--- src/mips_instruction_mix_profiler_top_assert.svh ---
// Assertion helpers, clocked on clk and disabled during rst.
`ifndef MIPS_INSTRUCTION_MIX_PROFILER_TOP_ASSERT_SVH
`define MIPS_INSTRUCTION_MIX_PROFILER_TOP_ASSERT_SVH

// same-cycle implication
`define MIPC_ASSERT_IMPL(lbl, ante, cons, msg) \
  lbl: assert property (@(posedge clk) disable iff (rst) (ante) |-> (cons)) \
    else $error(msg);

// next-cycle implication
`define MIPC_ASSERT_NEXT(lbl, ante, cons, msg) \
  lbl: assert property (@(posedge clk) disable iff (rst) (ante) |=> (cons)) \
    else $error(msg);

`endif

--- src/mipc_pkg.sv ---
package mipc_pkg;

  localparam int DEF_COUNT_WIDTH = 32;
  localparam int QUEUE_DEPTH     = 2;

  localparam int N_TYPES = 3;
  localparam int N_OPC   = 64;
  localparam int N_FUNCT = 64;
  localparam int N_REGS  = 32;

  localparam logic [5:0] OPC_SPECIAL = 6'd0;
  localparam logic [5:0] OPC_J       = 6'd2;
  localparam logic [5:0] OPC_JAL     = 6'd3;

  localparam logic [2:0] TBL_TYPE      = 3'd0;
  localparam logic [2:0] TBL_OPCODE    = 3'd1;
  localparam logic [2:0] TBL_FUNCT     = 3'd2;
  localparam logic [2:0] TBL_REG_TOTAL = 3'd3;
  localparam logic [2:0] TBL_REG_RTYPE = 3'd4;
  localparam logic [2:0] TBL_REG_ITYPE = 3'd5;
  localparam logic [2:0] TBL_INSTR     = 3'd6;

  localparam logic [1:0] TYPE_R = 2'd0;
  localparam logic [1:0] TYPE_I = 2'd1;
  localparam logic [1:0] TYPE_J = 2'd2;

  localparam logic OP_RECORD = 1'b0;

  typedef struct packed {
    logic        op;
    logic [31:0] instr_word;
    logic [2:0]  read_table;
    logic [5:0]  read_index;
  } mipc_in_t;

  typedef struct packed {
    logic [31:0] count_value;
    logic        bad_index;
  } mipc_out_t;

  typedef enum logic [1:0] {
    JOB_R,
    JOB_I,
    JOB_J,
    JOB_READ
  } job_kind_t;

  typedef struct packed {
    job_kind_t  kind;
    logic [5:0] opc;
    logic [4:0] rs;
    logic [4:0] rt;
    logic [4:0] rd;
    logic [5:0] fn;
    logic [2:0] tbl;
    logic [5:0] idx;
    logic       bad;
  } job_t;

  typedef enum logic [1:0] {
    STEP_RS,
    STEP_RT,
    STEP_RD
  } step_t;

endpackage

--- src/mipc_front.sv ---
module mipc_front import mipc_pkg::*; (
  input  logic     cmd_valid,
  output logic     cmd_ready,
  input  mipc_in_t cmd,
  input  logic     q_full,
  output logic     q_push,
  output job_t     q_job
);

  logic [5:0] opc;
  logic       bad;

  assign opc       = cmd.instr_word[31:26];
  assign cmd_ready = !q_full;
  assign q_push    = cmd_valid && !q_full;

  always_comb begin
    case (cmd.read_table)
      TBL_TYPE:                                    bad = cmd.read_index >= 6'(N_TYPES);
      TBL_OPCODE, TBL_FUNCT:                       bad = 1'b0;
      TBL_REG_TOTAL, TBL_REG_RTYPE, TBL_REG_ITYPE: bad = cmd.read_index[5];
      TBL_INSTR:                                   bad = cmd.read_index != 6'd0;
      default:                                     bad = 1'b1;
    endcase
  end

  always_comb begin
    q_job.opc = opc;
    q_job.rs  = cmd.instr_word[25:21];
    q_job.rt  = cmd.instr_word[20:16];
    q_job.rd  = cmd.instr_word[15:11];
    q_job.fn  = cmd.instr_word[5:0];
    q_job.tbl = cmd.read_table;
    q_job.idx = cmd.read_index;
    q_job.bad = bad;
    if (cmd.op != OP_RECORD) begin
      q_job.kind = JOB_READ;
    end else if (opc == OPC_SPECIAL) begin
      q_job.kind = JOB_R;
    end else if (opc == OPC_J || opc == OPC_JAL) begin
      q_job.kind = JOB_J;
    end else begin
      q_job.kind = JOB_I;
    end
  end

endmodule

--- config.mk ---
export PLATFORM = sky130hd
export DESIGN_NAME = mipc_front
export DESIGN_NICKNAME = d
export VERILOG_FILES = /design/src/mips_instruction_mix_profiler_top_assert.svh /design/src/mipc_pkg.sv /design/src/mipc_front.sv
export SDC_FILE = /design/constraint.sdc
export NUM_CORES = 1
export LEC_CHECK = 0
export BUFFER_PORTS_ARGS = -buffer_cell sky130_fd_sc_hd__buf_2
export CORE_MARGIN = 3
export CORE_UTILIZATION = 22
export DETAILED_ROUTE_END_ITERATION = 12
export PLACE_DENSITY = 0.8
export REMOVE_ABC_BUFFERS = 1
export SETUP_SLACK_MARGIN = 0.2
export SYNTH_ARGS = -nofsm -noshare
export SYNTH_HDL_FRONTEND = slang
export SYNTH_SLANG_ARGS = --single-unit
--- constraint.sdc ---
create_clock -name vclk -period 1.35
set_input_delay 0.405 -clock vclk [all_inputs]
set_output_delay 0.405 -clock vclk [all_outputs]
set_load 0.1 [all_outputs]
# After elaboration in Yosys (flattened, before gate mapping)
# Index checks and enable logic that the tools add are counted.
# classes
mux	4
eq_ne	8
n_reduce_logical	8
n_lt_le_gt_ge	1
# ops
cell	n
$eq A6 B2 Y1 const B	2
$eq A3 B3 Y1 const B	3
$eq A3 B2 Y1 const B	2
$ge A6 B2 Y1 const B	1
$logic_not A6 Y1	1
$mux W2	3
$reduce_bool A6 Y1	1
$pmux W1 S4	1
$eq A3 B1 Y1 const B	1
$logic_not A3 Y1	1
$reduce_or A3 Y1	1
$reduce_or A2 Y1	1
$logic_and A1 B1 Y1	1
$logic_not A1 Y1	1
$logic_or A1 B1 Y1	1
# word_totals
inputBits	44
ff_bits	0
out_inout_bits	41

# Logic depth before layout (Yosys ltp)
# depth
word_depth	5
ltp_mapped	4
depth_no_buf	3

# Least setup slack after synthesis
# OpenSTA, ideal clock, no wires.
# synth_path
path_type	input-to-output
startpoint	input port q_full
endpoint	output port q_push
path_stages	1
n_path_buf	0
arrival_time_ns	1.740
slack_ns	-0.795
path_cell_list	nor2b_1
# synth_between
elab_chain_cells	2
# synth_rtl
element	line	rtl
from (decl)	mipc_front.sv:5	input logic q_full,
$logic_not A1 Y1	mipc_front.sv:15	assign q_push = cmd_valid && !q_full;
$logic_and A1 B1 Y1	mipc_front.sv:15	
to (decl)	mipc_front.sv:6	output logic q_push,
# Every way passes these cells.

==> impl_results.md <==
- Tightest Pin Transition: 0.2745 ns
- CP startpoint kind: input port
- Worst hold margin: 0.8102 ns
- RSZ-0062 raised after global routing: true
- Commonest cells in the netlist: sky130_fd_sc_hd__buf_4 (37), sky130_fd_sc_hd__o21ai_0 (3), sky130_fd_sc_hd__inv_1 (2), sky130_fd_sc_hd__nor4_1 (2)
- Number of hold violations in the final report: 0
- Post-detailed-route DRC marker count: 0
- Yosys warning count: 0
- Library cell with the largest summed area after synthesis: sky130_fd_sc_hd__buf_4
- Combined flip-flop and latch cell area: 0 µm²
- Sort of element at the end of the critical path: output pin
- Antenna diode instance count: 0
- Post-synthesis instance area: 380.4 µm²
- Instance area after placement: 718.2 µm²
- Final HPWL from detailed placement: 1468 µm
- Core area: 1559 µm²
- Cell Count Post-Placement: 87
- Leak: 0.0004778 µW
- Final clock period utilization by the worst path: 128.7%
- Antenna violation net count after detailed routing: 0
- Cells along the critical path: buf_8, nor4bb_2, a211oi_1, o22ai_1, clkbuf_16
- Largest net degree at the start of global routing: 7
- Depth of the critical timing path with buffers and inverters included: 5
- Maximum achievable frequency: 575.6 MHz
- Switching share of power: 55.27%
- Most area-consuming cells after synthesis: sky130_fd_sc_hd__buf_4 (73%), sky130_fd_sc_hd__o21ai_0 (3.9%), sky130_fd_sc_hd__nor4_1 (3.3%), sky130_fd_sc_hd__nor4bb_1 (2.6%), sky130_fd_sc_hd__o311a_1 (2.6%)
- Global-route congestion overflow total: 0
- Multiplexer fraction of the synthesized cell area: 0%
- Count of buffer and inverter cells on the critical path: 2
- Overall routing resource usage: 14.84%
- Vias/cell: 4.633
- Post-synthesis average cell area: 7.044 µm²
- Via Count: 417
- Post-layout net count: 120
- Initial antenna violation count: 0
- Fraction of power consumed by sequential logic: 0%
- GPL Wtd Cong: 0.6186
- Post-synthesis simple-gate area fraction: 11.51%
- Violated checks: setup timing
- Register area share after synthesis: 0%
- Detailed-route wire length: 1784 µm
- Most instantiated library cell after synthesis: sky130_fd_sc_hd__buf_4
- Post-layout util: 64.85%
- P_sw: 311.8 µW
- Internal: 252.3 µW
- Main combinational cell family by area after synthesis: buffers and inverters
- Max-slew violation total from the final report: 0
- Arrival time worst endpoint: 1.33 ns
- Final worst slack: -0.3875 ns
- Chip Width: 47.58 µm
- Cell type group with the largest total delay on the critical path: buffers and inverters
- Starting density of the core: 24.40%
- Global-route wire length before repair: 2311 µm
- Clock share of power: 0%
- Die height: 47.58 µm
- Compound-gate portion of the synthesized area: 13.49%
- Status: complete, but fails checks
- Slew Limit Headroom: 81.53%
- Fillers: 114
- Cts-stage hold buffer count: 0
- Std cell rows: 14
- Vias in the first global route: 426
- Count of sequential standard cells: 0
- Number of distinct library cell variants in the gate-level netlist after synthesis: 14
- # clk buffers: 0
- Number of cells on the worst hold path: 0
- Adder-Cell Fraction of Synth Area: 0%
- Total power per unit cell area: 558.0 nW/µm²
- Highest net fanout along the worst path: 5
- Crit-path max cell delay: 0.26 ns
- Ports: 85
- Number of instances in the synthesized netlist: 54
- Comb power frac: 100.0%
- Fraction of layout cells with a size suffix above 1: 83.78%
- DR pass1 iterations: 1
- Required @ worst endpoint: 0.95 ns
- Number of non-filler instances in the completed layout: 90
- Classification of the worst-slack hold path: input port to output pin
- Xor and xnor area share after synthesis: 0%
- Final setup fails: 4
- Synth top area share: 73.03%
- Number of violations reported at the end of detailed-routing iteration 0: 0
- Accumulated negative setup slack: -0.8631 ns
- Count of port buffers added during placement: 38
- Final routed wire length divided by cell count: 19.82 µm
- Type of the worst setup path: input port to output pin
- Maximum VDD drop: 0.0003273 V
- Final Critical Period: 1.737 ns
- Layout Area Growth over Synthesis: 165.8%
- Total die area: 2264 µm²
- Critical-path cell with the highest stage delay: sky130_fd_sc_hd__nor4bb_2
- Post-Layout Inst Area: 1011 µm²
- Max Cap Viol: 0
[cell families after synthesis]
| kind of cell | count (synthesis) |
|---|---|
| and+or+nand+nor | 7 |
| buffers and inverters | 39 |
| AOI/OAI and AO/OA | 8 |
[cells in the final DEF, fill, tap and decap left out]
master	synthesis	layout
sky130_fd_sc_hd__and3_1	1	1
sky130_fd_sc_hd__buf_6	0	23
sky130_fd_sc_hd__nor4bb_2	0	1
sky130_fd_sc_hd__nand3_1	1	1
sky130_fd_sc_hd__nor4_4	0	1
sky130_fd_sc_hd__nor2b_4	0	1
sky130_fd_sc_hd__clkbuf_16	0	1
sky130_fd_sc_hd__a21oi_1	1	1
sky130_fd_sc_hd__o311a_1	1	1
sky130_fd_sc_hd__nand2_2	0	1
sky130_fd_sc_hd__inv_1	2	1
sky130_fd_sc_hd__a211oi_1	1	1
sky130_fd_sc_hd__o22ai_1	1	1
sky130_fd_sc_hd__a21o_1	1	1
sky130_fd_sc_hd__nor4_1	2	1
sky130_fd_sc_hd__buf_4	37	1
sky130_fd_sc_hd__o21ai_0	3	3
sky130_fd_sc_hd__buf_8	0	12
sky130_fd_sc_hd__inv_2	0	1
sky130_fd_sc_hd__buf_12	0	19
sky130_fd_sc_hd__buf_2	0	1
[routing by layer]
metal / vias to the layer above / share of wire [%] / global-route usage [%]
li1: 185 / - / -
met1: 182 / 33 / 17.58
met2: 48 / 45 / 18.98
met3: 2 / 21 / 15.79
met4: 0 / 1.3 / 1.613
met5: - / 0 / 0
[repair_timing]
item | CTS | global route
hold endpoints to repair | 0 | 0
resized for setup | 60 | 7
setup buffers | 1 | 2
setup endpoints to repair | 20 | 19
pin swaps | 6 | 2
gates cloned | 0 | 0
[power groups by stage]
stage               Combinational [µW]  Sequential [µW]  Clock, µW
floorplan                         78.3                0          0
global placement                   475                0          0
detailed placement                 479                0          0
CTS                                562                0          0
global route                       580                0          0
finish                             564                0          0
[final timing paths]
path | startpoint | endpoint | slack (ns)
worst max-delay path | cmd[6] | q_job[0] | -0.39
worst min-delay path | cmd[22] | q_job[18] | 0.81
[through the flow]
| stage | worst slack [ns] | total power (µW) |
|---|---|---|
| after floorplan | -1.282 | 78.31 |
| after global placement | -0.3961 | 474.6 |
| after detailed placement | -0.4410 | 478.8 |
| after CTS | -0.4056 | 562.3 |
| after global routing | -0.4485 | 579.6 |
| final | -0.3875 | 564.1 |
[area by class of cell]
class / instances / area, µm² / area share, %
inverter: 2 / 7.507 / 0.7426
multi-input combinational: 15 / 126.4 / 12.50
tap: 16 / 20.02 / 1.980
timing repair buffer: 57 / 857.1 / 84.78
Note: power is estimated with default switching activity, not from simulation.
