## config.mk

```make
export PLATFORM = sky130hd
export DESIGN_NAME = mipc_queue
export DESIGN_NICKNAME = d
export VERILOG_FILES = /design/src/mips_instruction_mix_profiler_top_assert.svh /design/src/mipc_pkg.sv /design/src/mipc_queue.sv
export SDC_FILE = /design/constraint.sdc
export NUM_CORES = 1
export LEC_CHECK = 0
export ABC_AREA = 1
export BUFFER_PORTS_ARGS = -buffer_cell sky130_fd_sc_hd__buf_2
export CAP_MARGIN = 25
export CORE_AREA = 2 2 116 84
export DETAILED_ROUTE_END_ITERATION = 10
export DIE_AREA = 0 0 118 86
export GPL_TIMING_DRIVEN = 0
export PLACE_DENSITY = 0.59
export SLEW_MARGIN = 10
export SYNTH_ARGS = -nofsm -noshare
export SYNTH_HDL_FRONTEND = slang
export SYNTH_SLANG_ARGS = --single-unit
```

## constraint.sdc

```tcl
create_clock -name clk -period 5.05 [get_ports clk]
set_input_delay 0.505 -clock clk [delete_from_list [all_inputs] [get_ports clk]]
set_output_delay 0.505 -clock clk [all_outputs]
set_load 0.01 [all_outputs]
```

## src/mips_instruction_mix_profiler_top_assert.svh

```systemverilog
// Assertion helpers, clocked on clk and disabled during rst.
`ifndef MIPS_INSTRUCTION_MIX_PROFILER_TOP_ASSERT_SVH
`define MIPS_INSTRUCTION_MIX_PROFILER_TOP_ASSERT_SVH

// same-cycle implication
`define MIPC_ASSERT_IMPL(lbl, ante, cons, msg) \
  lbl: assert property (@(posedge clk) disable iff (rst) (ante) |-> (cons)) \
    else $error(msg);

// next-cycle implication
`define MIPC_ASSERT_NEXT(lbl, ante, cons, msg) \
  lbl: assert property (@(posedge clk) disable iff (rst) (ante) |=> (cons)) \
    else $error(msg);

`endif

```

## src/mipc_pkg.sv

```systemverilog
package mipc_pkg;

  localparam int DEF_COUNT_WIDTH = 32;
  localparam int QUEUE_DEPTH     = 2;

  localparam int N_TYPES = 3;
  localparam int N_OPC   = 64;
  localparam int N_FUNCT = 64;
  localparam int N_REGS  = 32;

  localparam logic [5:0] OPC_SPECIAL = 6'd0;
  localparam logic [5:0] OPC_J       = 6'd2;
  localparam logic [5:0] OPC_JAL     = 6'd3;

  localparam logic [2:0] TBL_TYPE      = 3'd0;
  localparam logic [2:0] TBL_OPCODE    = 3'd1;
  localparam logic [2:0] TBL_FUNCT     = 3'd2;
  localparam logic [2:0] TBL_REG_TOTAL = 3'd3;
  localparam logic [2:0] TBL_REG_RTYPE = 3'd4;
  localparam logic [2:0] TBL_REG_ITYPE = 3'd5;
  localparam logic [2:0] TBL_INSTR     = 3'd6;

  localparam logic [1:0] TYPE_R = 2'd0;
  localparam logic [1:0] TYPE_I = 2'd1;
  localparam logic [1:0] TYPE_J = 2'd2;

  localparam logic OP_RECORD = 1'b0;

  typedef struct packed {
    logic        op;
    logic [31:0] instr_word;
    logic [2:0]  read_table;
    logic [5:0]  read_index;
  } mipc_in_t;

  typedef struct packed {
    logic [31:0] count_value;
    logic        bad_index;
  } mipc_out_t;

  typedef enum logic [1:0] {
    JOB_R,
    JOB_I,
    JOB_J,
    JOB_READ
  } job_kind_t;

  typedef struct packed {
    job_kind_t  kind;
    logic [5:0] opc;
    logic [4:0] rs;
    logic [4:0] rt;
    logic [4:0] rd;
    logic [5:0] fn;
    logic [2:0] tbl;
    logic [5:0] idx;
    logic       bad;
  } job_t;

  typedef enum logic [1:0] {
    STEP_RS,
    STEP_RT,
    STEP_RD
  } step_t;

endpackage

```

## src/mipc_queue.sv

```systemverilog
module mipc_queue import mipc_pkg::*; (
  input  logic clk,
  input  logic rst,
  input  logic push,
  input  job_t push_job,
  output logic full,
  input  logic pop,
  output logic head_valid,
  output job_t head
);

  localparam int PW = (QUEUE_DEPTH > 1) ? $clog2(QUEUE_DEPTH) : 1;
  localparam int CNTW = $clog2(QUEUE_DEPTH + 1);

  job_t            slots [QUEUE_DEPTH];
  logic [PW-1:0]   wr_ptr;
  logic [PW-1:0]   rd_ptr;
  logic [CNTW-1:0] count;

  assign full       = count == CNTW'(QUEUE_DEPTH);
  assign head_valid = count != '0;
  assign head       = slots[rd_ptr];

  always_ff @(posedge clk) begin
    if (rst) begin
      wr_ptr <= '0;
      rd_ptr <= '0;
      count  <= '0;
    end else begin
      if (push) begin
        wr_ptr <= wr_ptr + PW'(1);
      end
      if (pop) begin
        rd_ptr <= rd_ptr + PW'(1);
      end
      if (push && !pop) begin
        count <= count + CNTW'(1);
      end else if (pop && !push) begin
        count <= count - CNTW'(1);
      end
    end
  end

  always_ff @(posedge clk) begin
    if (push) begin
      slots[wr_ptr] <= push_job;
    end
  end

endmodule

```

# Word level (Yosys, flattened, before mapping)
# Memory sizes are Yosys's and may differ from the RTL's. A register that Yosys moved wholly into a read port is not among the register bits.
# Cells that the tools add are included.
dict set report totals {
  rom_bits 0
  mem_bits_rw 78
  register_bits 4
  n_memories 1
  latchBits 0
}
# memory depth word_bits rd rd_ports_with_merged_regs wr line
set memory_table {}
lappend memory_table {slots 2 39 1 1 1 mipc_queue.sv:15} ;# job_t slots [QUEUE_DEPTH];
dict set report classes {
  n_mux 6
  reduce_logical 6
  n_shift 0
  n_bitwise 0
  n_lt_le_gt_ge 0
  eq_ne 1
  div_mod_pow 0
  mul 0
  n_addsub 4
}
# op count
set op_table {}
lappend op_table {{$mux W1} 4}
lappend op_table {{$mux W2} 2}
lappend op_table {{$reduce_bool A2 Y1} 2}
lappend op_table {{$add A1 B1 Y1 const B} 2}
lappend op_table {{$add A2 B1 Y2 const B} 1}
lappend op_table {{$eq A2 B2 Y1 const B} 1}
lappend op_table {{$logic_and A1 B1 Y1} 2}
lappend op_table {{$logic_not A1 Y1} 2}
lappend op_table {{$sub A2 B1 Y2 const B} 1}

# Depth between registers and ports, before layout
# Gate-level depths: netlist of run 1.
dict set report logic_depth {
  word_depth 4
  depth_mapped 8
}

# Least setup slack after synthesis of run 1
# No wires, ideal clock.
dict set report synth_path {
  path_type {input port to flip-flop}
  start {in push}
  end {mem slots[0][0] (netlist bit) (enable)}
  t_arrival_ps 2186
  setup_slack_ps 2428
  required_ps 4614
  stages 2
  path_cell_list {inv_1 -> nor2_1}
}
dict set report synth_between {
  elab_chain_cells 2
}
# item line
set synth_lines {}
lappend synth_lines {{start: declaration} mipc_queue.sv:4} ;# input logic push,
lappend synth_lines {{$mux W1} mipc_queue.sv:45} ;# if (push) begin
lappend synth_lines {{$mux W1 (not written as such)} mipc_queue.sv:46} ;# slots[wr_ptr] <= push_job;
lappend synth_lines {{end: declaration} mipc_queue.sv:15}
# No other way between the ends.

==> out/metrics.yaml, run 1 <==
area_growth_syn_to_layout_pct: 30.81
finalHoldViolCount: 0
io_buffers: 83
drive_gt1_share_pct: 57.25
clock_sinks: 83
crit_chain: "buf_6, buf_8, mux2_4, buf_2"
drtPass1Iterations: 4
p_per_area_nw_per_um2: 415.3
diodes: 0
crit_path_top_delay_cell: "dfxtp_1"
netlist.top_cell.by_area: "edfxtp_1"
numCtsBuffers: 9
hold_buffers: 0
clockPowerShare_pct: 41.7
place_congestion: 0.6711
insertion_delay_ns: 0.33
post_cts_resized: 0
fin_crit_sh_pct: 39.99
max_freq_mhz: 495.1
cap_violations: 0
rrSetupSlack_ns: 3.60
whs_ns: 0.3591
p_seq_share_pct: 47.9
io_pins: 84
swShare_pct: 21.45
grt_pass1_wl_um: 8521
final_common_cell: "buf_2"
antenna_found_initial: 0
final.setup.tns_ns: 0
cp-start-kind: "register"
crit_family: "buffers and inverters"
ant_nets: 0
yosysWarnings: 0
p_sw_uw: 359.7
crit_fanout: 10
leakagePower_nw: 1.567
grt_pass1_vias: 1716
ff2ff_path_depth: 2
vias: 1626
core_um2: 8962
grt.total_usage_pct: 11.37
via_per_inst: 4.290
wirelength_um: 5364
synth_cell_types: 17
routedWlPerCell_um: 14.15
die_w_um: 118
ys_seq_area_share_pct: 79.12
first_iter_violations: 53
seqCellArea_um2: 2442
setup_viol: 0
period_needed_ns: 2.020
syn-num-nets: 198
drcViolationCount: 0
synth.area.top_cells: "edfxtp_1 (76%), mux2_2 (11%), mux2_4 (4.9%), dfxtp_1 (3.2%), inv_1 (1.1%)"
rsz0062_at_grt: "no"
tightest_slew_ns: 0.6462
p_int_mw: 1.317
slowest_delay_ns: 0.37
htree_levels: 3
crit_type: "reg -> out"
dieArea_um2: 10150
hold_class: "in -> reg"
grt_max_degree: 27
final_cell_mix: "buf_2 (83), edfxtp_1 (78), mux2_2 (29), mux2_4 (10), clkbuf_16 (9)"
slew_violations: 0
end_kind: "output port"
max_slew_margin_pct: 56.82
fillCellCount: 835
cts_setup_buffers: 0
cp_num_cells: 4
status: "complete, no violations"
syn_area_um2: 3087
overflow: 0
syn_avg_cell_area_um2: 20.04
clk_path_buf_depth: 2
arrival_ns: 1.51
synth-seq-cells: 83
clkSlewWorstSetupHoldPaths_ns: 0.06
reg2reg_to: "slots[0][17]"
cts_tree: "done"
skew_ns: 0.003260
multi_input_area_um2: 576.8
postSynthCellCount: 154
critical_path_required_ns: 4.55
nNetsFinal: 294
path_buf_inv: 3
p_comb_share_pct: 10.4
initial_utilization_pct: 34.44
peakVddDrop_mv: 0.2413
cts_root_buf: "clkbuf_16"
r2r-start: "wr_ptr"
hpwl_um: 3576
yosysTopAreaCellShare_pct: 75.88
die_h_um: 86
crit_end: "head[16]"
rows: 29
-- kinds of logic (layout without fill, tap and decap cells) --
| family | Yosys count | in the layout | synth area share [%] |
|---|---|---|---|
| simple gates | 15 | 15 | 1.986 |
| mux | 39 | 39 | 15.44 |
| buf+inv | 13 | 114 | 2.432 |
| fa+ha+maj | 1 | 1 | 0.4053 |
| flops | 83 | 83 | 79.12 |
| compound gates | 2 | 2 | 0.3240 |
| xor+xnor | 1 | 1 | 0.2838 |
-- per-stage QoR --
stage	worst slack [ns]	util [%]	instance area [um^2]	power [mW]	cells
5_1_grt	2.945	45.05	4038	1.742	379
3_5_place_dp	3.228	41.42	3712	0.9973	363
6_report	3.030	45.05	4038	1.677	379
4_1_cts	2.980	45.05	4038	1.701	379
2_1_floorplan	2.428	-	3087	0.9188	154
3_3_place_gp	1.203	40.81	3657	0.9884	361
-- power by group through the flow --
| stage | clock, mW | sequential, mW | combinational [mW] |
|---|---|---|---|
| CTS | 0.718 | 0.804 | 0.180 |
| detailed placement | 0 | 0.819 | 0.178 |
| global placement | 0 | 0.819 | 0.169 |
| global route | 0.744 | 0.807 | 0.191 |
| finish | 0.699 | 0.804 | 0.174 |
| floorplan | 0 | 0.817 | 0.102 |
-- flip-flops by register name (all words and copies together), names as in the netlist, named ones only --
| signal | count |
|---|---|
| count | 2 |
| wr_ptr | 1 |
| rd_ptr | 1 |
| slots | 78 |
-- Yosys cell counts, drive strengths merged --
cell,n
nand3,1
a21oi,1
o21ai,1
nor2,6
nand2,6
ha,1
nand4,1
mux2,39
buf,4
inv,9
nor3,1
xnor2,1
edfxtp,78
dfxtp,5
-- how the worst min path moves through the flow --
stage	startpoint	endpoint	slack (ns)	depth (start not counted)
floorplan	rd_ptr	register	0.48	2
global placement	wr_ptr	wr_ptr	0.50	2
detailed placement	rd_ptr	rd_ptr	0.52	2
CTS	push_job[23]	slots[0][23]	0.34	1
global route	push_job[16]	slots[0][16]	0.34	1
finish	push_job[23]	slots[0][23]	0.36	1
-- area by class of cell --
class,count,share of cell area (%)
sequential,83,60.49
timing repair buffer,85,11.47
inverter,9,0.8367
multi-input combinational,58,14.29
buffer,4,1.023
tap,124,3.843
clock inverter,7,2.479
clock buffer,9,5.578
-- layer usage --
| layer | track usage (%) | vias to the layer above | routed length, um |
|---|---|---|---|
| li1 | - | 770 | - |
| met4 | 5.257 | 0 | 102 |
| met1 | 13.33 | 785 | 2306 |
| met5 | 0 | - | 0 |
| met3 | 5.186 | 8 | 395 |
| met2 | 18.08 | 63 | 2559 |
Power figures use the tool's default switching activity.
==> run 2, diff against run 1 <==
ABC_AREA = 0   (was 1)
CORE_AREA = 2 2 115 83   (was 2 2 116 84)
DIE_AREA = 0 0 117 85   (was 0 0 118 86)
PLACE_DENSITY = 0.61   (was 0.59)
clock period = 1.6 ns   (was 5.05 ns; I/O delays follow)
==> out/metrics.yaml, run 2 <==
synthFlopType: "edfxtp_1"
period_needed_ns: 1.575
netlist.top_cell.by_area: "edfxtp_1"
synth_edf_count: 78
crit_path_top_delay_cell: "dfxtp_4"
leakagePower_nw: 1.637
slowest_delay_ns: 0.36
via_per_inst: 4.157
place_congestion: 0.7075
rrSetupSlack_ns: 0.28
drtPass1Iterations: 4
final_common_cell: "edfxtp_1"
synthArstFlopShare_pct: 0
wirelength_um: 5372
syn_area_um2: 3020
crit_fanout: 5
ant_nets: 0
numCtsBuffers: 9
max_slew_margin_pct: 63.64
die_h_um: 85
grt.total_usage_pct: 11.05
io_buffers: 83
cts_root_buf: "clkbuf_16"
clk_path_buf_depth: 2
dieArea_um2: 9945
diodes: 0
cp-start-kind: "register"
grt_pass1_vias: 1639
rsz0062_at_grt: "yes"
routedWlPerCell_um: 14.10
grt_max_degree: 40
r2r-start: "wr_ptr"
yosysWarnings: 0
tightest_slew_ns: 0.5453
peakVddDrop_mv: 0.7502
first_iter_violations: 42
yosys-top-cells-count: "edfxtp_1 (78), mux2_2 (39), dfxtp_1 (5)"
dp.cells: 351
clock_sinks: 83
finalHoldViolCount: 0
setup_viol: 0
max_freq_mhz: 634.8
insertion_delay_ns: 0.33
ys_seq_area_share_pct: 80.86
hpwl_um: 3420
area_growth_syn_to_layout_pct: 41.67
reg_top3: "slots: 78 flops, count: 2 flops"
cts_tree: "done"
arrival_ns: 1.42
min_from: "push_job[38]"
antenna_found_initial: 0
synth_cell_types: 18
syn-num-nets: 187
yosysTopAreaCellShare_pct: 77.55
drive_gt1_share_pct: 58.37
synth.most_common_cell: "edfxtp_1"
clkSlewWorstSetupHoldPaths_ns: 0.06
cap_violations: 0
hold_class: "in -> reg"
crit_type: "reg -> out"
synth.area.top_cells: "edfxtp_1 (78%), mux2_2 (15%), dfxtp_1 (3.3%), xnor2_1 (0.58%), xor2_1 (0.58%)"
synth-seq-cells: 83
final.setup.tns_ns: 0
reg2reg_to: "slots[1][15]"
p_per_area_nw_per_um2: 1240
drcViolationCount: 0
whs_path_depth: 1
vias: 1584
io_pins: 84
rows: 29
syn_avg_cell_area_um2: 21.12
fin_crit_sh_pct: 98.45
nNetsFinal: 296
skew_ns: 0.006440
critical_path_required_ns: 1.44
top_register: "slots"
grt_pass1_wl_um: 7824
end_kind: "output port"
overflow: 0
ff2ff_path_depth: 1
hold_end: "slots[1][38]"
slew_violations: 0
status: "complete, no violations"
htree_levels: 3
initial_utilization_pct: 33.98
postSynthCellCount: 143
final-instance-count-excl-fill: 381
core_um2: 8890
die_w_um: 117
final_cell_mix: "edfxtp_1 (78), buf_2 (64), mux2_2 (30), buf_6 (19)"
crit_chain: "buf_8, buf_12, mux2_2, buf_6"
largest_reg_flops: 78
[run 2: worst max path at each step]
stage	slack (ns)	start	depth (start not counted)	end
finish	0.02	register	4	head[24]
global route	-0.04	register	4	head[24]
CTS	0.0005	register	4	head[14]
detailed placement	-0.07	wr_ptr	1	slots[1][31]
global placement	-0.10	wr_ptr	1	slots[0][10]
floorplan	0.24	wr_ptr	1	slots[1][0]
[run 2: cell families (layout without fill, tap and decap cells)]
family,after synthesis,in the layout,share of synthesized area (%)
flops,83,83,80.86
buf+inv,5,119,1.077
compound gates,2,2,0.3311
simple gates,9,9,1.616
xor+xnor,4,4,1.160
fa+ha+maj,1,1,0.4142
mux,39,39,14.54
[run 2: worst max-delay path: cells and delay by family (launching register included)]
family	cells	cell delay [ns]
buffers and inverters	3	0.37
flip-flops	1	0.36
multiplexers	1	0.34
[run 2: cell type report]
cell class,instances,area [um^2]
fillers,765,4611
flip-flops and latches,83,2446
repair buffers,98,734.5
multi-input cells,55,589.3
clock buffers,10,229.0
well taps,124,155.1
clock inverters,6,71.32
plain buffers,4,50.05
inverters,1,3.754
[run 2: repair_timing]
| item | CTS | global route |
|---|---|---|
| gates cloned | 0 | 2 |
| endpoints found under the hold margin | 21 | 0 |
| gates resized for setup | 11 | 28 |
| pin swaps | 0 | 0 |
| endpoints found under the setup margin | 69 | 19 |
| hold buffers | 11 | 0 |
| setup buffers | 1 | 0 |
[run 2: where the power goes]
group / switching (mW) / internal, mW
clock: 0.809 / 1.22
combinational: 0.308 / 0.400
sequential: 0.0377 / 2.53
[run 2: stage by stage]
| step | hold slack, ns | power (mW) | setup WS (ns) | utilization [%] | cell area, um^2 |
|---|---|---|---|---|---|
| 6_report | 0.01353 | 5.305 | 0.02481 | 48.14 | 4279 |
| 5_1_grt | 0.004491 | 5.524 | -0.03865 | 48.14 | 4279 |
| 4_1_cts | 0.0004218 | 5.275 | 0.0005133 | 46.07 | 4095 |
| 3_5_place_dp | 0.3513 | 3.167 | -0.06957 | 40.72 | 3620 |
| 3_3_place_gp | 0.3476 | 3.148 | -0.1030 | 40.49 | 3600 |
| 2_1_floorplan | 0.2291 | 2.918 | 0.2426 | - | 3029 |
[run 2: per-layer routing]
layer	share of wire, %	routed length [um]	up-vias	GRT usage (%)
met5	0	0	-	0
met4	1.1	60	0	4.813
met3	10	535	7	6.929
met2	48	2593	58	17.71
met1	41	2182	747	11.55
li1	-	-	772	-
